**src/hw/rtl/quadx_motor_mixer_defines.svh**
```systemverilog
// ----------------------------------------------------------------------------
// quadx motor mixer assertion macros
// shared property shapes for the checks at the end of the top level
// ----------------------------------------------------------------------------
`ifndef QUADX_MOTOR_MIXER_DEFINES_SVH
`define QUADX_MOTOR_MIXER_DEFINES_SVH

// same-cycle implication, off while reset is high
`define QXMM_ASSERT_IMP(label, clk, rst, ante, cons, msg) \
  label: assert property (@(posedge clk) disable iff (rst) (ante) |-> (cons)) \
    else $error(msg);

// next-cycle implication, off while reset is high
`define QXMM_ASSERT_NXT(label, clk, rst, ante, cons, msg) \
  label: assert property (@(posedge clk) disable iff (rst) (ante) |=> (cons)) \
    else $error(msg);

`endif

```
**src/hw/rtl/qxmm_pkg.sv**
```systemverilog
// ----------------------------------------------------------------------------
// qxmm_pkg
// widths, mix sign tables, register codes and shared types of the mixer
// ----------------------------------------------------------------------------
`default_nettype none

package qxmm_pkg;

  localparam int NUM_MOTORS = 4;
  localparam int THR_W      = 14;
  localparam int CORR_W     = 16;
  localparam int RAW_W      = 18;  // throttle plus three corrections, signed
  localparam int NUM_W      = 17;  // positive part of a raw demand
  localparam int CMD_W      = 11;
  localparam int DIFF_W     = CMD_W + 1;
  localparam int SUM_W      = CMD_W + 2;
  localparam int IDLE_W     = 10;

  localparam int CFG_INDEX_W = 2;
  localparam int CFG_DATA_W  = 11;

  typedef enum logic [CFG_INDEX_W-1:0] {
    CFG_INVERT_YAW = 2'd0,
    CFG_IDLE       = 2'd1,
    CFG_CMD_MIN    = 2'd2,
    CFG_CMD_MAX    = 2'd3
  } cfg_reg_e;

  localparam logic              RST_INVERT_YAW = 1'b0;
  localparam logic [IDLE_W-1:0] RST_IDLE       = 10'd55;
  localparam logic [CMD_W-1:0]  RST_CMD_MIN    = 11'd48;
  localparam logic [CMD_W-1:0]  RST_CMD_MAX    = 11'd2047;

  // bit set = term enters negated; motor order rr, fr, rl, fl
  localparam logic [NUM_MOTORS-1:0] ROLL_NEG  = 4'b0011;
  localparam logic [NUM_MOTORS-1:0] PITCH_NEG = 4'b1010;
  localparam logic [NUM_MOTORS-1:0] YAW_NEG   = 4'b1001;

  // floor(y / 1000) = (y * IDLE_RECIP) >> IDLE_RECIP_SHIFT, exact for y below 6e6
  localparam int IDLE_PA_W        = 21;
  localparam int IDLE_PB_W        = 20;
  localparam int IDLE_RECIP_W     = 21;
  localparam int IDLE_RECIP_SHIFT = 30;
  localparam int IDLE_T_W         = IDLE_PB_W + IDLE_RECIP_W;
  localparam int IDLE_FRAC_W      = IDLE_T_W - IDLE_RECIP_SHIFT;
  localparam logic [IDLE_RECIP_W-1:0] IDLE_RECIP = 21'd1073742;

  typedef struct packed {
    logic valid;
    logic armed;
  } ctl_t;

  typedef logic [NUM_MOTORS-1:0][CMD_W-1:0] cmd_vec_t;

endpackage

`default_nettype wire

```
**src/hw/rtl/qxmm_mix.sv**
```systemverilog
// ----------------------------------------------------------------------------
// qxmm_mix
// two stages: signed mix into four raw demands, then positive part and
// the desaturation divisor (largest of full scale and the four demands)
// ----------------------------------------------------------------------------
`default_nettype none

module qxmm_mix import qxmm_pkg::*; #(
  parameter int FRAC_BITS = 13,
  parameter int DW        = 17
) (
  input  wire logic                                clk,
  input  wire logic                                rst,
  input  wire logic                                en,
  input  wire logic                                in_valid,
  input  wire logic                                armed,
  input  wire logic        [THR_W-1:0]             throttle,
  input  wire logic signed [CORR_W-1:0]            roll_correction,
  input  wire logic signed [CORR_W-1:0]            pitch_correction,
  input  wire logic signed [CORR_W-1:0]            yaw_correction,
  input  wire logic                                invert_yaw,
  output ctl_t                                     ctl_out,
  output logic             [NUM_MOTORS-1:0][DW-1:0] num,
  output logic             [DW-1:0]                den
);

  localparam logic [DW-1:0] ONE_D = {{(DW-1){1'b0}}, 1'b1} << FRAC_BITS;

  logic signed [RAW_W-1:0] thr_s, roll_s, pitch_s, yaw_s;
  logic signed [RAW_W-1:0] raw_next [NUM_MOTORS];
  logic signed [RAW_W-1:0] raw      [NUM_MOTORS];
  ctl_t                    ctl1;

  logic [NUM_MOTORS-1:0][DW-1:0] num_c;
  logic [DW-1:0]                 m01, m23, m_all, den_next;

  assign thr_s   = {{(RAW_W-THR_W){1'b0}}, throttle};
  assign roll_s  = {{(RAW_W-CORR_W){roll_correction[CORR_W-1]}}, roll_correction};
  assign pitch_s = {{(RAW_W-CORR_W){pitch_correction[CORR_W-1]}}, pitch_correction};
  assign yaw_s   = {{(RAW_W-CORR_W){yaw_correction[CORR_W-1]}}, yaw_correction};

  always_comb begin
    for (int i = 0; i < NUM_MOTORS; i++) begin
      raw_next[i] = thr_s
                  + (ROLL_NEG[i]  ? -roll_s  : roll_s)
                  + (PITCH_NEG[i] ? -pitch_s : pitch_s)
                  + ((YAW_NEG[i] ^ invert_yaw) ? -yaw_s : yaw_s);
    end
  end

  always_ff @(posedge clk) begin
    if (rst) begin
      ctl1 <= '0;
    end else if (en) begin
      ctl1 <= '{valid: in_valid, armed: armed};
    end
  end

  always_ff @(posedge clk) begin
    if (en) begin
      for (int i = 0; i < NUM_MOTORS; i++) begin
        raw[i] <= raw_next[i];
      end
    end
  end

  // negative demands scale to zero
  always_comb begin
    for (int i = 0; i < NUM_MOTORS; i++) begin
      num_c[i] = raw[i][RAW_W-1] ? '0 : DW'(raw[i][NUM_W-1:0]);
    end
  end

  assign m01      = (num_c[1] > num_c[0]) ? num_c[1] : num_c[0];
  assign m23      = (num_c[3] > num_c[2]) ? num_c[3] : num_c[2];
  assign m_all    = (m23 > m01) ? m23 : m01;
  assign den_next = (m_all > ONE_D) ? m_all : ONE_D;

  always_ff @(posedge clk) begin
    if (rst) begin
      ctl_out <= '0;
    end else if (en) begin
      ctl_out <= ctl1;
    end
  end

  always_ff @(posedge clk) begin
    if (en) begin
      num <= num_c;
      den <= den_next;
    end
  end

endmodule

`default_nettype wire

```
**config.mk**
```make
export PLATFORM = sky130hd
export DESIGN_NAME = qxmm_mix
export DESIGN_NICKNAME = d
export VERILOG_FILES = /design/src/hw/rtl/quadx_motor_mixer_defines.svh /design/src/hw/rtl/qxmm_pkg.sv /design/src/hw/rtl/qxmm_mix.sv
export SDC_FILE = /design/constraint.sdc
export NUM_CORES = 1
export LEC_CHECK = 0
export BUFFER_PORTS_ARGS = -buffer_cell sky130_fd_sc_hd__buf_2
export CORE_UTILIZATION = 51
export CTS_CLUSTER_SIZE = 25
export DETAILED_ROUTE_END_ITERATION = 10
export PLACE_DENSITY = 0.77
export SETUP_SLACK_MARGIN = 0.2
export SYNTH_ARGS = -nofsm -noshare
export SYNTH_HDL_FRONTEND = slang
export SYNTH_SLANG_ARGS = --single-unit
```
**constraint.sdc**
```tcl
create_clock -name clk -period 7.7 [get_ports clk]
set_input_delay 1.155 -clock clk [delete_from_list [all_inputs] [get_ports clk]]
set_output_delay 1.155 -clock clk [all_outputs]
set_load 0.02 [all_outputs]
```
Word level (Yosys, flattened, before mapping) --
Memory sizes are Yosys's and may differ from the RTL's. Cells that the tools add are included.
Word-level totals: register bits after elaboration 89, bits in writable memories 72, input port bits 68, memories kept 1
Memory list:
- raw | words 4, bits a word 18, read ports 4, clocked after memory_dff 0, wr ports 4, line qxmm_mix.sv:31 | logic signed [RAW_W-1:0] raw [NUM_MOTORS];
Operators by class: add/subtract/negate cells 13, order comparisons 4, mux-type cells 11
Operator list (number):
- $mux 17 | 7
- $add 18x18->18 | 5
- $neg 16->18 | 3
- $gt 17x17->1 | 3
- $mux 18 | 2
- $add 15x18->18 | 1
- $add 17x16->18 | 1
- $add 17x18->18 | 1
- $add 18x16->18 | 1
- $add 15x16->17 | 1
- $gt 17x14->1 const B | 1
- $mux 1 | 2

Logic depth before layout (Yosys ltp) --
An unclocked memory read counts as a cell.
word-level depth 7, gate-level depth with buffers 21

Worst setup path after synthesis --
Ideal clock, no wire load.
path type input to register, start in throttle[0], end mem raw[0][17], data pin, setup time 0.268 ns, data arrival time 5.437 ns, required time 7.432 ns, slack 1.995 ns, stages 19, buffers on the path 0, cell sequence inv_1 ha_1 inv_1 fa_1 a21o_1 a21oi_1 o21bai_1 a21oi_1 o21ai_0 a2111oi_1 nor3_1 or3_1 fa_1 inv_1 ha_1 nand2_1 o41ai_1 a31oi_1 xnor3_1
RTL lines:
- from (decl) | line qxmm_mix.sv:17 | input wire logic [THR_W-1:0] throttle,
- to (decl) | line qxmm_mix.sv:31

==> results.py <==
metrics = {
    "yosys": {
        "netlist.area_leader.share_pct": 33.2,
        "seq_area_frac_synth_pct": 33.8,
        "postSynthCellCount": 1386,
        "ys_seq_elements": 159,
        "synth_xor_area_share_pct": 8.82,
        "synth_top_family_by_area": "adder cells",
        "yosysWarnings": 0,
        "synthesis.area_um2": 14000,
        "synth-simple-area-share_pct": 14.3,
        "synthMuxAreaShare_pct": 1.99,
        "synth_fp_nets": 1670,
        "synth-edff-count": 155,
        "synth.area.top_cells": "edfxtp_1, ha_1, fa_1",
        "synth_compound_area_share_pct": 12.6,
        "syn_area_per_cell_um2": 10.1,
        "synthDistinctLibCells": 68,
        "async_flop_share_pct": 0,
        "synthAdderAreaFrac_pct": 23.1,
        "synth_top_area_cell": "edfxtp_1",
        "dominantRegCellSynth": "edfxtp_1",
    },
    "drt": {
        "wl_mm": 34.0,
        "viasPerCell": 5.60,
        "drtIter0Drc": 827,
        "vias": 10600,
        "dr.pass1.iters": 5,
        "drtAntennaViolNets": 0,
        "post_drt_wl_per_cell_um": 18.0,
        "drc": 0,
    },
    "timing": {
        "setup_viol": 0,
        "post-route-period-util_pct": 79.1,
        "worst_pin_slew_ns": 0.963,
        "setup_tns_ns": 0,
        "fmax_mhz": 164,
        "slew_headroom_pct": 34.1,
        "rsz0062_at_grt": "false",
        "finalHoldViolCount": 0,
        "final.min_clock_period_ns": 6.09,
        "skew_ns": 0.0170,
        "drv_slew": 0,
    },
    "floorplan": {
        "fp.dieArea_um2": 28200,
        "coreArea_um2": 27000,
        "ioPinCount": 155,
        "die_w_um": 168,
        "die_h_um": 168,
        "rows": 60,
        "initial_core_util_pct": 52.0,
    },
    "clocking": {
        "clk_pin_slew_ns": 0.08,
        "postCtsHoldBufs": 0,
        "cts_resized": 0,
        "postCtsSetupBuffers": 0,
        "cts_buffers": 17,
        "cts_buffer_depth": 2,
        "clk_latency_ns": 0.44,
        "cts_tree": "yes",
        "h-tree-depth": 4,
        "cts-root-buf": "clkbuf_16",
        "cts_sinks": 159,
    },
    "worst_setup_path": {
        "criticalPathCategory": "reg -> reg",
        "critPathArrivalTime_ns": 6.24,
        "path_buf_inv": 2,
        "crit_chain": "nor2b_1 > ha_1 > nand4_1 > or4_4 > a31o_2 > a31oi_4 > mux2i_1 > ha_1 > a21o_1 > a21o_1 > a21oi_1 > o2111ai_1 > nand2_1 > buf_4 > nand2_1 > a222oi_1 > buf_4 > a221oi_1",
        "startpoint_type": "flop",
        "path_max_fanout": 28,
        "required_ns": 7.85,
        "cp_slowest_cell": "edfxtp_1",
        "cp_slowest_stage_delay_ns": 0.73,
        "end_kind": "flop",
        "crit_family": "compound AO/OA/AOI/OAI gates",
    },
    "global_routing": {
        "overflow": 0,
        "grtUsageTotal_pct": 24.7,
        "grt_max_degree": 86,
        "met1_usage_pct": 33.3,
        "antenna_found_initial": 0,
        "gr-usage-met3_pct": 3.83,
        "grt_pass1_wl_mm": 54.0,
        "use_met2_pct": 41.2,
        "top_usage_layer": "met2",
        "first_global_vias": 10500,
    },
    "place": {
        "portBuffers": 154,
        "gp_routability_congestion": 0.947,
        "placedCellCount": 1859,
        "dpl.hpwl_mm": 28.4,
    },
    "layout": {
        "area_growth_pct": 12.2,
        "fillers": 2253,
        "nets": 1821,
        "fin_cells": 1891,
        "n_antenna_cell": 0,
        "final_layout_size_suffix_gt1_share_pct": 14.6,
    },
    "pwr": {
        "p_leak_nw": 7.07,
        "irDropWorstVdd_v": 0.000483,
        "power.density_nw_per_um2": 488,
    },
    "outcome": {
        "status": "complete, no violations",
    },
    "min_path": {
        "min_path_type": "reg -> reg",
    },
    "run": {
        "max-cap-violations": 0,
    },
}
-- state kept, by name (all words and copies together) (netlist names) --
| name | flops |
|---|---|
| ctl1 | 2 |
| den | 17 |
| ctl_out | 2 |
| num | 68 |
| raw | 70 |
-- logic make-up after synthesis --
| logic type | count (synthesis) |
|---|---|
| AO/OA/AOI/OAI | 263 |
| multiplexers | 26 |
| XOR/XNOR | 138 |
| flip-flops | 159 |
| buffers and inverters | 202 |
| adder cells (fa/ha/maj) | 216 |
| AND/OR/NAND/NOR | 382 |
-- tightest hold or removal path, delay by kind of cell (launching register included) --
family        cells  cell delay [ns]
flops             1             0.32
mux               1             0.06
simple gates      1             0.07
-- metal layers --
metal	up-vias	part of all wire [%]
met5	-	0
met3	35	5.9
li1	5158	-
met4	0	1.8
met1	5024	46
met2	374	46
-- area by class of cell --
type | count | area, µm² | share of cell area [%]
Multi-Input combinational cell | 1025 | 8520 | 54.2
Inverter | 175 | 657 | 4.18
Clock inverter | 14 | 148 | 0.939
Tap cell | 341 | 427 | 2.71
Clock buffer | 18 | 429 | 2.73
Timing Repair Buffer | 159 | 815 | 5.18
Sequential cell | 159 | 4730 | 30.1
-- cells in the mapped netlist, drive strengths merged, types with 7 or more instances --
master,count
buf,7
o31ai,12
nor2,83
xnor2,109
edfxtp,155
o21ai,41
mux2,15
or2,7
a31oi,8
nand4,12
and3,10
a21oi,86
ha,144
o21a,12
fa,72
a21o,24
nand2b,44
clkbuf,20
mux2i,11
nor2b,49
and2,15
nor3,39
xor2,27
inv,175
nand2,51
o21bai,11
or3,23
nor4,8
a211oi,15
a221oi,11
o211ai,9
nand3,30
-- path summary, 6_finish.rpt --
path | start | cells after the start | end | slack, ns
max | raw[1][17] | 18 | den[1] | 1.61
min reg2reg | ctl_out[1] | 2 | ctl_out[1] | 0.50
max reg2reg | raw[1][17] | 18 | den[1] | 1.61
min | ctl_out[1] | 2 | ctl_out[1] | 0.50
-- placed cells by master (no fill, tap or decap), types with 17 or more instances in the layout --
| cell | count |
|---|---|
| inv_1 | 175 |
| edfxtp_1 | 155 |
| buf_2 | 153 |
| ha_1 | 144 |
| xnor2_1 | 109 |
| a21oi_1 | 86 |
| nor2_1 | 83 |
| fa_1 | 72 |
| nand2_1 | 51 |
| nor2b_1 | 48 |
| nand2b_1 | 44 |
| o21ai_0 | 39 |
| nor3_1 | 38 |
| nand3_1 | 30 |
| xor2_1 | 27 |
| a21o_1 | 24 |
| or3_1 | 23 |
| clkbuf_16 | 17 |
-- report_power, final --
group          total (mW)  switching [mW]  leakage, nW  internal [mW]
Sequential           1.73           0.130         1.59           1.60
Combinational        5.12            3.06         5.20           2.06
Clock               0.825           0.368        0.281          0.457
Total                7.67            3.56         7.07           4.11
-- per-stage QoR --
stage | power [mW] | area [µm²] | hold WS, ns | util [%] | worst slack, ns
floorplan | 5.47 | 14000 | 0.460 | - | 1.99
global placement | 6.63 | 15200 | 0.471 | 56.2 | 1.53
detailed placement | 6.76 | 15200 | 0.483 | 56.2 | 1.39
CTS | 7.61 | 15700 | 0.500 | 58.4 | 1.69
global route | 8.27 | 15700 | 0.544 | 58.4 | 1.19
finish | 7.67 | 15700 | 0.496 | 58.4 | 1.61
No activity file was read; power rests on OpenSTA's default activity.
