**config.mk**
```make
export PLATFORM = sky130hd
export DESIGN_NAME = qxmm_div
export DESIGN_NICKNAME = d
export VERILOG_FILES = /design/src/hw/rtl/quadx_motor_mixer_defines.svh /design/src/hw/rtl/qxmm_pkg.sv /design/src/hw/rtl/qxmm_div.sv
export SDC_FILE = /design/constraint.sdc
export NUM_CORES = 2
export LEC_CHECK = 0
export BUFFER_PORTS_ARGS = -buffer_cell sky130_fd_sc_hd__buf_4
export CAP_MARGIN = 25
export CORE_MARGIN = 4
export CORE_UTILIZATION = 58
export CTS_CLUSTER_SIZE = 14
export DETAILED_ROUTE_END_ITERATION = 12
export GPL_TIMING_DRIVEN = 0
export HOLD_SLACK_MARGIN = 0.02
export PLACE_DENSITY = 0.73
export SLEW_MARGIN = 10
export SYNTH_ARGS = -nofsm -noshare
export SYNTH_HDL_FRONTEND = slang
export SYNTH_SLANG_ARGS = --single-unit
```
**constraint.sdc**
```tcl
create_clock -name clk -period 4.1 [get_ports clk]
set_input_delay 0.205 -clock clk [delete_from_list [all_inputs] [get_ports clk]]
set_output_delay 0.205 -clock clk [all_outputs]
set_load 0.02 [all_outputs]
```
**src/hw/rtl/quadx_motor_mixer_defines.svh**
```systemverilog
// ----------------------------------------------------------------------------
// quadx motor mixer assertion macros
// shared property shapes for the checks at the end of the top level
// ----------------------------------------------------------------------------
`ifndef QUADX_MOTOR_MIXER_DEFINES_SVH
`define QUADX_MOTOR_MIXER_DEFINES_SVH

// same-cycle implication, off while reset is high
`define QXMM_ASSERT_IMP(label, clk, rst, ante, cons, msg) \
  label: assert property (@(posedge clk) disable iff (rst) (ante) |-> (cons)) \
    else $error(msg);

// next-cycle implication, off while reset is high
`define QXMM_ASSERT_NXT(label, clk, rst, ante, cons, msg) \
  label: assert property (@(posedge clk) disable iff (rst) (ante) |=> (cons)) \
    else $error(msg);

`endif

```
**src/hw/rtl/qxmm_pkg.sv**
```systemverilog
// ----------------------------------------------------------------------------
// qxmm_pkg
// widths, mix sign tables, register codes and shared types of the mixer
// ----------------------------------------------------------------------------
`default_nettype none

package qxmm_pkg;

  localparam int NUM_MOTORS = 4;
  localparam int THR_W      = 14;
  localparam int CORR_W     = 16;
  localparam int RAW_W      = 18;  // throttle plus three corrections, signed
  localparam int NUM_W      = 17;  // positive part of a raw demand
  localparam int CMD_W      = 11;
  localparam int DIFF_W     = CMD_W + 1;
  localparam int SUM_W      = CMD_W + 2;
  localparam int IDLE_W     = 10;

  localparam int CFG_INDEX_W = 2;
  localparam int CFG_DATA_W  = 11;

  typedef enum logic [CFG_INDEX_W-1:0] {
    CFG_INVERT_YAW = 2'd0,
    CFG_IDLE       = 2'd1,
    CFG_CMD_MIN    = 2'd2,
    CFG_CMD_MAX    = 2'd3
  } cfg_reg_e;

  localparam logic              RST_INVERT_YAW = 1'b0;
  localparam logic [IDLE_W-1:0] RST_IDLE       = 10'd55;
  localparam logic [CMD_W-1:0]  RST_CMD_MIN    = 11'd48;
  localparam logic [CMD_W-1:0]  RST_CMD_MAX    = 11'd2047;

  // bit set = term enters negated; motor order rr, fr, rl, fl
  localparam logic [NUM_MOTORS-1:0] ROLL_NEG  = 4'b0011;
  localparam logic [NUM_MOTORS-1:0] PITCH_NEG = 4'b1010;
  localparam logic [NUM_MOTORS-1:0] YAW_NEG   = 4'b1001;

  // floor(y / 1000) = (y * IDLE_RECIP) >> IDLE_RECIP_SHIFT, exact for y below 6e6
  localparam int IDLE_PA_W        = 21;
  localparam int IDLE_PB_W        = 20;
  localparam int IDLE_RECIP_W     = 21;
  localparam int IDLE_RECIP_SHIFT = 30;
  localparam int IDLE_T_W         = IDLE_PB_W + IDLE_RECIP_W;
  localparam int IDLE_FRAC_W      = IDLE_T_W - IDLE_RECIP_SHIFT;
  localparam logic [IDLE_RECIP_W-1:0] IDLE_RECIP = 21'd1073742;

  typedef struct packed {
    logic valid;
    logic armed;
  } ctl_t;

  typedef logic [NUM_MOTORS-1:0][CMD_W-1:0] cmd_vec_t;

endpackage

`default_nettype wire

```
**src/hw/rtl/qxmm_div.sv**
```systemverilog
// ----------------------------------------------------------------------------
// qxmm_div
// four-lane restoring divider, one quotient bit per stage:
// v = floor(num * 2^FRAC_BITS / den) with num <= den, so v <= 2^FRAC_BITS
// ----------------------------------------------------------------------------
`default_nettype none

module qxmm_div import qxmm_pkg::*; #(
  parameter int FRAC_BITS = 13,
  parameter int DW        = 17
) (
  input  wire logic                                   clk,
  input  wire logic                                   rst,
  input  wire logic                                   en,
  input  wire ctl_t                                   ctl_in,
  input  wire logic [NUM_MOTORS-1:0][DW-1:0]          num,
  input  wire logic [DW-1:0]                          den,
  output ctl_t                                        ctl_out,
  output logic      [NUM_MOTORS-1:0][FRAC_BITS:0]     v
);

  localparam int NS = FRAC_BITS + 1;

  ctl_t                               ctl_st [NS];
  logic [NUM_MOTORS-1:0][FRAC_BITS:0] quo_st [NS];
  logic [NUM_MOTORS-1:0][DW-1:0]      rem_st [NS-1];
  logic [DW-1:0]                      den_st [NS-1];

  for (genvar j = 0; j < NS; j++) begin : g_stage
    ctl_t                               c_in;
    logic [DW-1:0]                      d_in;
    logic [NUM_MOTORS-1:0][DW:0]        trial;
    logic [NUM_MOTORS-1:0][FRAC_BITS:0] q_in;
    logic [NUM_MOTORS-1:0]              ge;

    if (j == 0) begin : g_first
      // top quotient bit: no shift, remainder starts as the numerator
      assign c_in = ctl_in;
      assign d_in = den;
      for (genvar i = 0; i < NUM_MOTORS; i++) begin : g_lane
        assign trial[i] = {1'b0, num[i]};
        assign q_in[i]  = '0;
      end
    end else begin : g_next
      assign c_in = ctl_st[j-1];
      assign d_in = den_st[j-1];
      for (genvar i = 0; i < NUM_MOTORS; i++) begin : g_lane
        assign trial[i] = {rem_st[j-1][i], 1'b0};
        assign q_in[i]  = quo_st[j-1][i];
      end
    end

    always_comb begin
      for (int i = 0; i < NUM_MOTORS; i++) begin
        ge[i] = (trial[i] >= {1'b0, d_in});
      end
    end

    always_ff @(posedge clk) begin
      if (rst) begin
        ctl_st[j] <= '0;
      end else if (en) begin
        ctl_st[j] <= c_in;
      end
    end

    always_ff @(posedge clk) begin
      if (en) begin
        for (int i = 0; i < NUM_MOTORS; i++) begin
          quo_st[j][i] <= {q_in[i][FRAC_BITS-1:0], ge[i]};
        end
      end
    end

    // the last stage keeps no remainder or divisor
    if (j < NS - 1) begin : g_rem
      logic [NUM_MOTORS-1:0][DW-1:0] rem_next;

      always_comb begin
        for (int i = 0; i < NUM_MOTORS; i++) begin
          rem_next[i] = ge[i] ? DW'(trial[i] - {1'b0, d_in}) : trial[i][DW-1:0];
        end
      end

      always_ff @(posedge clk) begin
        if (en) begin
          rem_st[j] <= rem_next;
          den_st[j] <= d_in;
        end
      end
    end
  end

  assign ctl_out = ctl_st[NS-1];
  assign v       = quo_st[NS-1];

endmodule

`default_nettype wire

```
Word level (Yosys, flattened, before mapping)
Memories as Yosys holds them, arrays and structs flattened.
Cells that the tools add are included.
Operators by class
  add/sub/neg operators: 52
  muxes and demuxes: 72
  bitwise gates (word level): 14
  $lt $le $gt $ge: 56
Operators with widths (count)
  18-bit by 17-bit >= comparator with 1-bit output: 52
  17-bit 2-to-1 mux: 52
  17-bit subtractor: 52
  17-bit >= comparator: 4
  2-bit 2-to-1 mux: 14
  1-bit OR: 14
  1-bit 2-to-1 mux: 6
Storage, ports and cells
  word-level logic and storage cells: 198
  RAM bits: 1917
  flip-flop bits (word level): 0
  memories kept: 4
Memory list
  rem_st: words 13, bits a word 68, read ports 13, clocked after memory_dff 0, write ports 13, line qxmm_div.sv:26  | logic [NUM_MOTORS-1:0][DW-1:0] rem_st [NS-1];
  quo_st: words 14, bits a word 56, read ports 14, clocked after memory_dff 0, write ports 14, line qxmm_div.sv:25  | logic [NUM_MOTORS-1:0][FRAC_BITS:0] quo_st [NS];
  den_st: words 13, bits a word 17, read ports 13, clocked after memory_dff 0, write ports 13, line qxmm_div.sv:27  | logic [DW-1:0] den_st [NS-1];
  ctl_st: words 14, bits a word 2, read ports 14, clocked after memory_dff 0, write ports 14, line qxmm_div.sv:24  | ctl_t ctl_st [NS];

Logic depth before layout (Yosys ltp)
  depth in word-level cells: 4
  depth in mapped cells: 14
  gate-level depth less buffers: 13

Least setup slack after synthesis
Ideal clock, no wire load.
  kind: register -> register
  from: memory den_st[7][0]
  to: memory rem_st[1][10] (netlist bit), data pin
  slack: 0.909 ns
  cell stages (with the launch flop): 12
  required time: 3.840 ns
  data arrival time: 2.931 ns
  cells stage by stage: edfxtp_1 > fa_1 > nor2b_1 > o31ai_1 > a21oi_1 > o21ai_0 > a21oi_1 > o21ai_0 > a21bo_2 > a31oi_2 > buf_6 > mux2_2
RTL lines (line)
  from (decl): qxmm_div.sv:27
  to (decl): qxmm_div.sv:26

==> impl_summary.md <==
Logic synthesis
The net count after synthesis is between 9000 and 10000. The largest area contributor in the synthesized netlist is edfxtp_1. The synthesized instance count is approximately 8500. Counting flops with a built-in enable in the synthesized netlist gives ~1600. In the post-synthesis netlist, the biggest area contributors are edfxtp_1 (49%), ha_1 (12%), xnor2_1 (3.9%). The per-instance average area after synthesis is roughly 11 sq um. Among all flip-flop cells after synthesis, the most frequent one is edfxtp_1. Synthesis inferred approximately 1600 register bits. The yosys synthesis warning count is 0. Among all cell types in the netlist, the one instantiated most often is edfxtp_1. The post-synthesis instance area is between 90000 and 100000 sq um. The fraction of synthesis flops using an asynchronous set or reset pin is 0.

The portion of synthesized cell area occupied by the leading cell type is 0.4864. Of the synthesized area, sequential elements account for 0.4864. The commonest cells after synthesis are edfxtp_1 (1553), ha_1 (948), a21oi_1 (711). Synthesis instantiated a little under 100 different standard cells from the library.

Placement
The cell total after placement is 10860. In this run the tool buffered the top-level ports with around 150 buffer cells. Routability-driven placement finished with a final weighted congestion of a little under 1. The sum of net half-perimeters after detailed placement is ~210 mm.

Finish
In the final layout, the share of cells above drive strength 1 is 0.1013. The net count of the finished layout is a little over 10000. For this run, the number of standard cells in the final layout without fillers is roughly 11000.

The area growth from synthesis to layout is 11.42%. The filler cell count in the final layout is around 13000.

Critical path
The count of cells along the worst register-to-register path is 12. The arrival time of data at the critical path endpoint is around 4600 ps. The worst reg2reg path startpoint is den_st[3][2]. The critical path is of the reg -> reg type.

The end of the worst register-to-register path is rem_st[0][333]. The endpoint class of the critical path is a register. STA classifies the critical path startpoint as a register. The worst path required time is 4690 ps.

The maximum fanout encountered on the critical timing path is 10. The reg2reg setup slack is 90 ps.

Global routing
The first global-routing pass estimated between 400 and 500 mm of wire. For this run, the total global-route usage over all layers was measured as 0.3065. The most congested layer reported by global routing is met2. For this run, global-route usage on met2 was measured as 0.4737.

The number of antenna violations at the first check in global routing is 9. The pin count of the biggest net entering global routing is between 150 and 200. The met3 track demand over resource in global routing is 0.05214.

The via count of the first global-routing pass came to approximately 66000. In the global route stage, met1 resource usage came out at 0.4338. The aggregate global routing overflow is 0.

Run status
The flow ran to the end, and the final reports show no timing, DRC or antenna violations.

Clock tree
The CTS H-tree depth is 4. The clock-pin slew of the registers on the worst-case setup and hold paths is 60 ps. Buffers inserted during clock tree synthesis total between 150 and 200. The clock sink total is between 1500 and 2000. CTS placed an instance of clkbuf_16 at the clock tree root. The clock tree from TritonCTS is built. The clock insertion delay at the later pin of the skew report is approximately 850 ps. The maximum count of clock buffers along a single path is 3.

Power
The proportion of power drawn by the clock network is 0.177. The part of the power in combinational logic is 0.487. The switching share of power is 0.3992.

The worst ir drop on vdd is roughly 630 uV. The overall power consumption is ~0.086 W. Of the total power, registers draw 0.336. The static power due to leakage is 42.74 nW. Summed over all nets, the switching power comes to ~0.034 W. The internal power of the cells totals 0.05185 W. The total power density per cell area is around 810 nW/um^2.

Floorplanning
The floorplan has 148 rows. The starting utilization of the core area is 0.5863. The die is ~410 um wide. The floorplan step set the die height to around 410 um. between 100 and 150 I/O pins were placed. The die covers 171900 sq um. The floorplan step defined a core boundary enclosing around 160000 sq um.

Route
In the final routed layout, each cell accounts on average for 23.93 um. Wires add up to between 200 and 300 mm. After detailed routing, the number of remaining DRC violations is 0. Across all layers, the routed design uses roughly 70000 vias. After detailed routing, the number of vias per cell comes to roughly 6. After the first detailed-routing iteration, the DRC count stood at ~7300. Once detail routing completed, the nets flagged for antenna violations numbered 0. The number of detailed-routing iterations run before antenna repair is 6.

STA
The setup TNS is 0 ps. At the pin with the least slew margin, the transition time is roughly 1100 ps. Setup violations remaining at the end of the flow were counted as 0.

The final worst clock skew is just over 60 ps. The relative slew slack is 0.2952. The worst path in the final design needs a cycle of between 4000 and 5000 ps, including I/O delays and setup.

The smallest hold slack is ~130 ps. The portion of the clock cycle consumed by the worst path in the final layout is 0.9792. The final max-slew violation count came to 0. The number of failing hold endpoints at the final stage is 0.

Timing would allow up to around 250 MHz.

Min path
The class of the tightest hold or removal check is in -> reg. The sink of the worst hold path is den_st[0][15]. In this run the most critical hold path is launched from den[15].

Counting instances, the worst hold path has a depth of 2.

Job
The tool flagged a number of max-cap violations equal to 0.
==> power groups by stage <==
stage	sequential, W	combinational, W	clock (W)
2_1_floorplan	0.0271	0.0304	0
3_3_place_gp	0.0295	0.0400	0
5_1_grt	0.0293	0.0460	0.0163
6_report	0.0290	0.0420	0.0153
4_1_cts	0.0289	0.0413	0.0156
3_5_place_dp	0.0292	0.0408	0
==> registers in the layout, summed over array words and instances (netlist names) <==
| signal | flops |
|---|---|
| ctl_st | 28 |
| quo_st | 420 |
| den_st | 221 |
| rem_st | 884 |
==> area by class of cell <==
class / instances / area [sq um] / area share
sequential: 1553 / 46630 / 0.4365
timing repair buffer: 273 / 2501 / 0.02341
clock inverter: 109 / 1355 / 0.01268
antenna: 4 / 10.01 / 0.00009370
clock buffer: 190 / 4244 / 0.03973
tap: 2175 / 2721 / 0.02547
inverter: 503 / 1889 / 0.01769
buffer: 135 / 624.3 / 0.005845
multi-input combinational: 6338 / 46850 / 0.4385
==> how the worst max path moves through the flow <==
stage | slack, ps | from | cells after the start | endpoint
4_1_cts | -10 | den_st[4][0] | 11 | rem_st[0][367]
3_3_place_gp | -11570 | en | 2 | ctl_st[0][5]
2_1_floorplan | 910 | den_st[7][0] | 11 | rem_st[1][10]
5_1_grt | -0.4 | den_st[4][0] | 11 | quo_st[0][280]
3_5_place_dp | -230 | den_st[3][0] | 11 | rem_st[0][296]
6_report | 90 | den_st[3][2] | 12 | rem_st[0][333]
==> stage by stage <==
| step | setup WS, ps | area (sq um) | utilization |
|---|---|---|---|
| finish | 85.19 | 106800 | 0.6533 |
| global route | -0.3721 | 106800 | 0.6533 |
| CTS | -14.72 | 106600 | 0.6518 |
| detailed placement | -229.3 | 99980 | 0.6115 |
| global placement | -11570 | 99700 | 0.6097 |
| floorplan | 909.0 | 95870 | - |
==> cell families (layout without fill, tap and decap cells) <==
family                     count (synthesis)  after routing  share of synthesized area
and+or+nand+nor                         1921           1921                    0.09559
adders and majority gates               1000           1000                     0.1346
DFF                                     1553           1553                     0.4864
AOI/OAI and AO/OA                       2372           2372                     0.1523
muxes                                    368            368                    0.04325
xor gates and xnor gates                 677            677                    0.06185
other                                      0              4                          0
buffers and inverters                    638           1210                    0.02598
==> cell usage in the layout (no fill, tap or decap), types with 48 or more instances in the layout <==
cell type / instances
nor2_1: 511
mux2_2: 318
nand2_1: 582
ha_1: 948
clkbuf_1: 106
nand4_1: 69
o21ai_0: 652
nor2b_1: 145
a21oi_1: 711
dlygate4sd3_1: 95
o21a_1: 99
o21bai_1: 84
clkbuf_16: 166
nor3_1: 121
inv_1: 502
o31ai_1: 48
xor2_1: 245
o21ai_1: 53
buf_4: 169
and2_1: 62
a31oi_1: 83
a21o_1: 260
nand3_1: 110
xnor2_1: 432
fa_1: 52
edfxtp_1: 1553
nand2b_1: 122
==> per-layer routing <==
metal,share of wire,routed length [um],vias to the layer above
li1,-,-,32620
met1,0.44,119600,33290
met2,0.44,119500,2347
met3,0.071,19300,453
met4,0.043,11540,2
met5,0.000070,19,-
==> worst max-delay path, stage by stage, from the launching register on <==
cell      delay, ps
edfxtp_1        440
inv_1           240
ha_1            340
nor2b_1         160
o21a_1          180
o31ai_1         350
a21oi_1         210
a21o_1          200
a211oi_1        220
o21ai_0         210
clkbuf_2        310
clkbuf_1        360
a21oi_1         510
==> what timing repair did <==
| item | in CTS | in global routing |
|---|---|---|
| endpoints found under the hold margin | 223 | 0 |
| setup endpoints to repair | 37 | 178 |
| resized for setup | 15 | 39 |
| hold buffers | 95 | 0 |
| buffers inserted | 2 | 17 |
(Power assumes the default switching activity.)
