`src/hw/rtl/quadx_motor_mixer_defines.svh`:
```
// ----------------------------------------------------------------------------
// quadx motor mixer assertion macros
// shared property shapes for the checks at the end of the top level
// ----------------------------------------------------------------------------
`ifndef QUADX_MOTOR_MIXER_DEFINES_SVH
`define QUADX_MOTOR_MIXER_DEFINES_SVH

// same-cycle implication, off while reset is high
`define QXMM_ASSERT_IMP(label, clk, rst, ante, cons, msg) \
  label: assert property (@(posedge clk) disable iff (rst) (ante) |-> (cons)) \
    else $error(msg);

// next-cycle implication, off while reset is high
`define QXMM_ASSERT_NXT(label, clk, rst, ante, cons, msg) \
  label: assert property (@(posedge clk) disable iff (rst) (ante) |=> (cons)) \
    else $error(msg);

`endif

```
`src/hw/rtl/qxmm_pkg.sv`:
```
// ----------------------------------------------------------------------------
// qxmm_pkg
// widths, mix sign tables, register codes and shared types of the mixer
// ----------------------------------------------------------------------------
`default_nettype none

package qxmm_pkg;

  localparam int NUM_MOTORS = 4;
  localparam int THR_W      = 14;
  localparam int CORR_W     = 16;
  localparam int RAW_W      = 18;  // throttle plus three corrections, signed
  localparam int NUM_W      = 17;  // positive part of a raw demand
  localparam int CMD_W      = 11;
  localparam int DIFF_W     = CMD_W + 1;
  localparam int SUM_W      = CMD_W + 2;
  localparam int IDLE_W     = 10;

  localparam int CFG_INDEX_W = 2;
  localparam int CFG_DATA_W  = 11;

  typedef enum logic [CFG_INDEX_W-1:0] {
    CFG_INVERT_YAW = 2'd0,
    CFG_IDLE       = 2'd1,
    CFG_CMD_MIN    = 2'd2,
    CFG_CMD_MAX    = 2'd3
  } cfg_reg_e;

  localparam logic              RST_INVERT_YAW = 1'b0;
  localparam logic [IDLE_W-1:0] RST_IDLE       = 10'd55;
  localparam logic [CMD_W-1:0]  RST_CMD_MIN    = 11'd48;
  localparam logic [CMD_W-1:0]  RST_CMD_MAX    = 11'd2047;

  // bit set = term enters negated; motor order rr, fr, rl, fl
  localparam logic [NUM_MOTORS-1:0] ROLL_NEG  = 4'b0011;
  localparam logic [NUM_MOTORS-1:0] PITCH_NEG = 4'b1010;
  localparam logic [NUM_MOTORS-1:0] YAW_NEG   = 4'b1001;

  // floor(y / 1000) = (y * IDLE_RECIP) >> IDLE_RECIP_SHIFT, exact for y below 6e6
  localparam int IDLE_PA_W        = 21;
  localparam int IDLE_PB_W        = 20;
  localparam int IDLE_RECIP_W     = 21;
  localparam int IDLE_RECIP_SHIFT = 30;
  localparam int IDLE_T_W         = IDLE_PB_W + IDLE_RECIP_W;
  localparam int IDLE_FRAC_W      = IDLE_T_W - IDLE_RECIP_SHIFT;
  localparam logic [IDLE_RECIP_W-1:0] IDLE_RECIP = 21'd1073742;

  typedef struct packed {
    logic valid;
    logic armed;
  } ctl_t;

  typedef logic [NUM_MOTORS-1:0][CMD_W-1:0] cmd_vec_t;

endpackage

`default_nettype wire

```
`src/hw/rtl/qxmm_map.sv`:
```
// ----------------------------------------------------------------------------
// qxmm_map
// idle floor and full-scale limit, then linear map onto the command range;
// also derives the idle floor in fixed point from its register
// ----------------------------------------------------------------------------
`default_nettype none

module qxmm_map import qxmm_pkg::*; #(
  parameter int FRAC_BITS = 13
) (
  input  wire logic                                  clk,
  input  wire logic                                  rst,
  input  wire logic                                  en,
  input  wire ctl_t                                  ctl_in,
  input  wire logic [NUM_MOTORS-1:0][FRAC_BITS:0]    v,
  input  wire logic [IDLE_W-1:0]                     idle_tenths_percent,
  input  wire logic [CMD_W-1:0]                      command_min,
  input  wire logic [CMD_W-1:0]                      command_max,
  output ctl_t                                       ctl_out,
  output cmd_vec_t                                   cmd
);

  localparam int PW = FRAC_BITS + SUM_W;
  localparam logic [FRAC_BITS:0] ONE = {1'b1, {FRAC_BITS{1'b0}}};
  // 2^FRAC_BITS = 1000 * IDLE_A + IDLE_B
  localparam logic [CMD_W-1:0]  IDLE_A = CMD_W'((1 << FRAC_BITS) / 1000);
  localparam logic [IDLE_W-1:0] IDLE_B = IDLE_W'((1 << FRAC_BITS) % 1000);

  // idle floor: idle * IDLE_A + floor(idle * IDLE_B / 1000), registered
  logic [IDLE_PA_W-1:0]   idle_pa, idle_pa_d, idle_sum;
  logic [IDLE_PB_W-1:0]   idle_pb;
  logic [IDLE_T_W-1:0]    idle_t;
  logic [IDLE_FRAC_W-1:0] idle_frac;
  logic [FRAC_BITS:0]     idle_q;

  assign idle_t   = {{(IDLE_T_W-IDLE_PB_W){1'b0}}, idle_pb}
                  * {{(IDLE_T_W-IDLE_RECIP_W){1'b0}}, IDLE_RECIP};
  assign idle_sum = idle_pa_d + {{(IDLE_PA_W-IDLE_FRAC_W){1'b0}}, idle_frac};

  always_ff @(posedge clk) begin
    idle_pa   <= {{(IDLE_PA_W-IDLE_W){1'b0}}, idle_tenths_percent}
               * {{(IDLE_PA_W-CMD_W){1'b0}}, IDLE_A};
    idle_pb   <= {{(IDLE_PB_W-IDLE_W){1'b0}}, idle_tenths_percent}
               * {{(IDLE_PB_W-IDLE_W){1'b0}}, IDLE_B};
    idle_pa_d <= idle_pa;
    idle_frac <= idle_t[IDLE_T_W-1:IDLE_RECIP_SHIFT];
    idle_q    <= idle_sum[FRAC_BITS:0];
  end

  logic signed [DIFF_W-1:0] diff;
  logic [FRAC_BITS:0]       vf [NUM_MOTORS];
  logic [FRAC_BITS:0]       vc [NUM_MOTORS];
  logic signed [PW-1:0]     prod_next [NUM_MOTORS];
  logic signed [PW-1:0]     prod      [NUM_MOTORS];
  ctl_t                     ctl_m1;

  assign diff = $signed({1'b0, command_max}) - $signed({1'b0, command_min});

  always_comb begin
    for (int i = 0; i < NUM_MOTORS; i++) begin
      vf[i] = (v[i] < idle_q) ? idle_q : v[i];
      vc[i] = (vf[i] > ONE) ? ONE : vf[i];
      prod_next[i] = $signed({{(PW-FRAC_BITS-1){1'b0}}, vc[i]})
                   * $signed({{(PW-DIFF_W){diff[DIFF_W-1]}}, diff});
    end
  end

  always_ff @(posedge clk) begin
    if (rst) begin
      ctl_m1 <= '0;
    end else if (en) begin
      ctl_m1 <= ctl_in;
    end
  end

  always_ff @(posedge clk) begin
    if (en) begin
      for (int i = 0; i < NUM_MOTORS; i++) begin
        prod[i] <= prod_next[i];
      end
    end
  end

  // arithmetic shift floors toward minus infinity, so a falling range rounds down
  logic signed [SUM_W-1:0] cmd_sum [NUM_MOTORS];
  cmd_vec_t                cmd_next;

  always_comb begin
    for (int i = 0; i < NUM_MOTORS; i++) begin
      cmd_sum[i]  = $signed({2'b00, command_min}) + $signed(prod[i][PW-1:FRAC_BITS]);
      cmd_next[i] = ctl_m1.armed ? cmd_sum[i][CMD_W-1:0] : '0;
    end
  end

  always_ff @(posedge clk) begin
    if (rst) begin
      ctl_out <= '0;
    end else if (en) begin
      ctl_out <= ctl_m1;
    end
  end

  always_ff @(posedge clk) begin
    if (en) begin
      cmd <= cmd_next;
    end
  end

endmodule

`default_nettype wire

```
`config.mk`:
```
export PLATFORM = sky130hd
export DESIGN_NAME = qxmm_map
export DESIGN_NICKNAME = d
export VERILOG_FILES = /design/src/hw/rtl/quadx_motor_mixer_defines.svh /design/src/hw/rtl/qxmm_pkg.sv /design/src/hw/rtl/qxmm_map.sv
export SDC_FILE = /design/constraint.sdc
export NUM_CORES = 2
export LEC_CHECK = 0
export ABC_CLOCK_PERIOD_IN_PS = 10870
export BUFFER_PORTS_ARGS = -buffer_cell sky130_fd_sc_hd__clkbuf_2
export CORE_MARGIN = 3
export CORE_UTILIZATION = 35
export CTS_CLUSTER_DIAMETER = 80
export DETAILED_ROUTE_END_ITERATION = 10
export PLACE_DENSITY_LB_ADDON = 0.08
export SLEW_MARGIN = 10
export SYNTH_ARGS = -nofsm -noshare
export SYNTH_HDL_FRONTEND = slang
export SYNTH_SLANG_ARGS = --single-unit
```
`constraint.sdc`:
```
create_clock -name clk -period 10.87 [get_ports clk]
set_input_delay 1.087 -clock clk [delete_from_list [all_inputs] [get_ports clk]]
set_output_delay 1.087 -clock clk [all_outputs]
set_load 0.005 [all_outputs]
```
Word level (Yosys, flattened, before mapping) --
Memories as Yosys holds them, arrays and structs flattened. Cells that the tools add are included. W data, S select, Z words.
Storage, ports and cells: register bits after elaboration 103, memory bits (writable) 104, input bits 93, output and inout bits 46, logic and storage cells 44, memories kept 1
Memories:
- prod | words 4, bits a word 26, rd ports 4, clocked after memory_dff 0, write ports 4, RTL line qxmm_map.sv:54 | logic signed [PW-1:0] prod [NUM_MOTORS];
Operators by class: add/subtract/negate cells 6, $mul 6, order comparisons 8, muxes and demuxes 10
Operators by type and width (count):
- $mux W14 | 8
- $mul A15 B12 Y26 | 4
- $gt A14 B14 Y1 const B | 4
- $lt A14 B14 Y1 | 4
- $add A11 B11 Y11 | 4
- $mul A12 B20 Y32 const B | 1
- $add A13 B9 Y14 | 1
- $mul A10 B2 Y12 const B | 1
- $sub A11 B11 Y12 | 1
- $mux W1 | 2

Longest topological paths before layout --
word-level depth 5, depth in mapped cells 32, gate-level depth less buffers 31

Worst setup path before layout --
OpenSTA, ideal clock, no wires.
path kind input-to-reg, start in command_min[1], end mem prod[0][23] (netlist name) (data pin), library setup time 268 ps, arrival time 8053 ps, data required time 10602 ps, setup slack 2550 ps, cell stages on the path 28, path buffers 2, path through inv_1 fa_1 a21oi_1 o21ai_0 o211a_1 o41ai_4 nor2_1 nor3_1 buf_2 buf_1 nor3_1 fa_1 inv_1 fa_1 inv_1 fa_1 fa_1 inv_1 fa_1 inv_1 ha_1 and3_1 a221o_1 o311ai_0 nand2b_1 a21o_1 a21oi_1 xnor3_1
RTL lines:
- start, declared | RTL line qxmm_map.sv:17 | input wire logic [CMD_W-1:0] command_min,
- end, declared | RTL line qxmm_map.sv:54

==> summary.txt <==
Logic synthesis
  • Simple-gate share of the synthesized area: 13.9%
  • Synthesis Warnings: 0
  • Yosys cell types: 71
  • Share of Yosys cell area claimed by the top area cell type: 33.5%
  • Number of instances in the synthesized netlist: 3,456
  • Register bit total from synthesis: 146
  • Top cells by area, synth: sky130_fd_sc_hd__fa_1 (33%), sky130_fd_sc_hd__ha_1 (18%), sky130_fd_sc_hd__inv_1 (9.3%)
  • Adder and majority gate portion of the synthesized area: 51.9%
  • Most numerous cell in the Yosys netlist: sky130_fd_sc_hd__inv_1
  • Leading post-synthesis cells by instance count: sky130_fd_sc_hd__inv_1 (779), sky130_fd_sc_hd__fa_1 (524), sky130_fd_sc_hd__ha_1 (461)
  • Complex-gate fraction of the synthesized area: 6.22%
  • Number of enable flip-flop cells after synthesis: 88
  • Biggest area consumer among synthesized cells: sky130_fd_sc_hd__fa_1
  • Syn Nets: 4,534
  • Mux share of post-synthesis cell area: 2.17%
  • Synth Area per Inst: 9.06 um2
  • Main combinational cell family by area after synthesis: adder cells
  • Seq/Total Area, Yosys: 12.1%
  • Primary flip-flop cell chosen by synthesis mapping: sky130_fd_sc_hd__edfxtp_1
  • Post-synth ARST share: 0%
  • Cell area after synthesis: 31,300 um2
  • Xor-xnor portion of the synthesized cell area: 3.04%

Clock tree
  • Worst-skew pair later-pin latency: 0.49 ns
  • Clock sinks: 146
  • CTS tree: done
  • Number of CTS-inserted buffers: 17
  • Largest buffer count on any clock path: 2
  • H-tree levels: 4
  • Clock root cell: sky130_fd_sc_hd__clkbuf_16
  • Post-CTS clock slew at the launch and capture registers of the worst setup and hold paths: 0.09 ns
  • Number of resized instances in the post-cts repair step: 0
  • Post-CTS Setup Bufs: 0
  • Cts-stage hold buffer count: 0

Job
  • Count of max-cap constraint violations: 0

Timing
  • Upper clock frequency limit: 109 MHz
  • Sum Neg Setup Slack: 0 ns
  • Final count of hold timing violations: 0
  • Max transition margin: 14.2%
  • Clock tree skew after final layout: 0.0346 ns
  • Endpoints failing setup: 0
  • Measured slew at the worst slew-check pin: 1.25 ns
  • Min setup slack post-route: 1.72 ns
  • Fin crit share: 84.2%
  • Count of final max-slew check failures: 0
  • Unrepaired setup endpoints after global routing: no
  • Shortest period the worst path allows: 9.15 ns

Global routing
  • Leftover overflow at the end of global routing: 0
  • Overall fraction of global-route tracks in use: 21.6%
  • Global-route wire length before repair: 152,000 um
  • Number of antenna violations at the first check in global routing: 14
  • Number of global-route vias before repair: 24,626
  • Maximum number of pins on one net before global-route repair: 59

Die
  • Number of placement rows: 109
  • Effective utilization at floorplan: 35.4%
  • Core outline area: 88,500 um2
  • Top-level port count: 139
  • Height of the die: 305 um
  • Horizontal die dimension: 305 um
  • Die outline area: 93,100 um2

Placed design
  • Final GP Congestion: 0.846
  • IO Port Bufs: 138
  • HPWL Detailed: 80,800 um
  • Setup WS pre-CTS: 1.31 ns

Layout
  • Fraction of the core area covered by cells at the end of the flow: 38.6%
  • Final net count: 4,640
  • Proportion of layout cells with a drive suffix above 1: 7.44%
  • Layout Area Growth over Synthesis: 9.21%

Route
  • Drt first pass iters: 7
  • Drt drc: 0
  • Total detailed-routing wirelength: 98,200 um
  • WL/cell: 20.7 um
  • Number of nets with antenna violations after routing: 0
  • Vias: 23,150
  • Initial detailed-routing violation count: 1,266
  • Avg Vias per Cell: 4.88

Worst setup path
  • Classification of the worst setup path: reg -> reg
  • Launching element type of the critical path: flip-flop
  • Kind of capture point of the worst setup path: flip-flop
  • Critical path arrival: 9.35 ns
  • Slowest stage delay, CP: 0.84 ns
  • CP required: 11.08 ns
  • Slowest cell on the critical path: sky130_fd_sc_hd__mux2i_1
  • Maximum fanout count along the critical path: 15

Worst hold path
  • Hold Path Class: reg -> reg

Outcome
  • Result of the run: completed
-- critical path, delay by kind of cell, from the launching register on --
family / cells / cell delay [ns]
flops: 1 / 0.62
xor+xnor: 1 / 0.41
mux: 1 / 0.84
buf+inv: 6 / 0.83
compound gates: 8 / 1.79
simple gates: 7 / 1.35
fa+ha+maj: 7 / 3.02
-- sequential cells by signal, summed over array words and instances, names as in the netlist --
name       flops
idle_pa_d     10
ctl_out        2
idle_q        14
cmd           44
idle_pa        9
prod          44
idle_pb       12
idle_frac      9
ctl_m1         2
-- cells in the final DEF (no fill, tap or decap), types with 7 or more instances in the layout --
cell type	Yosys	final
sky130_fd_sc_hd__nor2_1	274	274
sky130_fd_sc_hd__fa_1	524	523
sky130_fd_sc_hd__nor4_1	12	12
sky130_fd_sc_hd__nand3_1	12	12
sky130_fd_sc_hd__xnor2_1	68	62
sky130_fd_sc_hd__o21ai_0	67	67
sky130_fd_sc_hd__o21a_1	14	14
sky130_fd_sc_hd__edfxtp_1	88	88
sky130_fd_sc_hd__and3_1	12	12
sky130_fd_sc_hd__clkbuf_16	0	17
sky130_fd_sc_hd__nand4_1	13	13
sky130_fd_sc_hd__dfxtp_1	58	58
sky130_fd_sc_hd__nand2b_1	32	32
sky130_fd_sc_hd__ha_1	461	461
sky130_fd_sc_hd__xor2_1	38	32
sky130_fd_sc_hd__nand2_1	370	370
sky130_fd_sc_hd__a21o_1	47	47
sky130_fd_sc_hd__inv_1	779	779
sky130_fd_sc_hd__a21oi_1	78	76
sky130_fd_sc_hd__o21bai_1	10	10
sky130_fd_sc_hd__mux2i_1	61	58
sky130_fd_sc_hd__and2_1	26	26
sky130_fd_sc_hd__nor3b_1	7	7
sky130_fd_sc_hd__a21boi_0	14	14
sky130_fd_sc_hd__nor3_1	140	139
sky130_fd_sc_hd__buf_4	2	50
sky130_fd_sc_hd__clkbuf_2	0	137
sky130_fd_sc_hd__nor2b_1	24	24
sky130_fd_sc_hd__or3_1	35	35
-- cell type report --
class	instances	area, um2
diodes	3	7.51
clock buffers	18	429
clock inverters	14	146
fillers	9146	54300
inverters	780	2930
multi-input cells	2430	24400
flip-flops and latches	146	3800
well taps	1165	1460
repair buffers	187	1060
-- path summary, 6_finish.rpt --
kind              depth (start not counted)  slack, ns               endpoint                 start
setup / recovery                         30       1.72  prod[0][23]$_DFFE_PP_     idle_q[1]$_DFF_P_
hold / removal                            0       0.30      idle_q[1]$_DFF_P_  idle_frac[1]$_DFF_P_
setup reg to reg                         30       1.72  prod[0][23]$_DFFE_PP_     idle_q[1]$_DFF_P_
hold reg to reg                           0       0.30      idle_q[1]$_DFF_P_  idle_frac[1]$_DFF_P_
-- cell families (layout without fill, tap and decap cells) --
kind of cell | after synthesis | after routing
adder cells (fa/ha/maj) | 985 | 985
AO/OA/AOI/OAI | 292 | 292
flip-flops | 146 | 146
other | 0 | 3
AND/OR/NAND/NOR | 979 | 979
multiplexers | 67 | 67
buffers and inverters | 880 | 999
XOR/XNOR | 107 | 107
-- per-layer routing --
metal	GRT usage (%)	wire length, um	up-vias
met2	33.3	42500	568
met4	4.42	1810	4
met5	0	20	-
li1	-	-	11040
met3	4.98	6390	80
met1	31.2	47500	11458
-- through the flow --
step / area (um2) / hold WS (ns) / std cells
2_1_floorplan: 31300 / 0.310 / 3456
3_3_place_gp: 33600 / 0.310 / 4708
3_5_place_dp: 33600 / 0.312 / 4708
4_1_cts: 34200 / 0.302 / 4740
5_1_grt: 34200 / 0.316 / 4740
6_report: 34200 / 0.299 / 4743
Power is not shown: default switching activity piles up to over one toggle a cycle in this logic, so the estimate is an artifact.
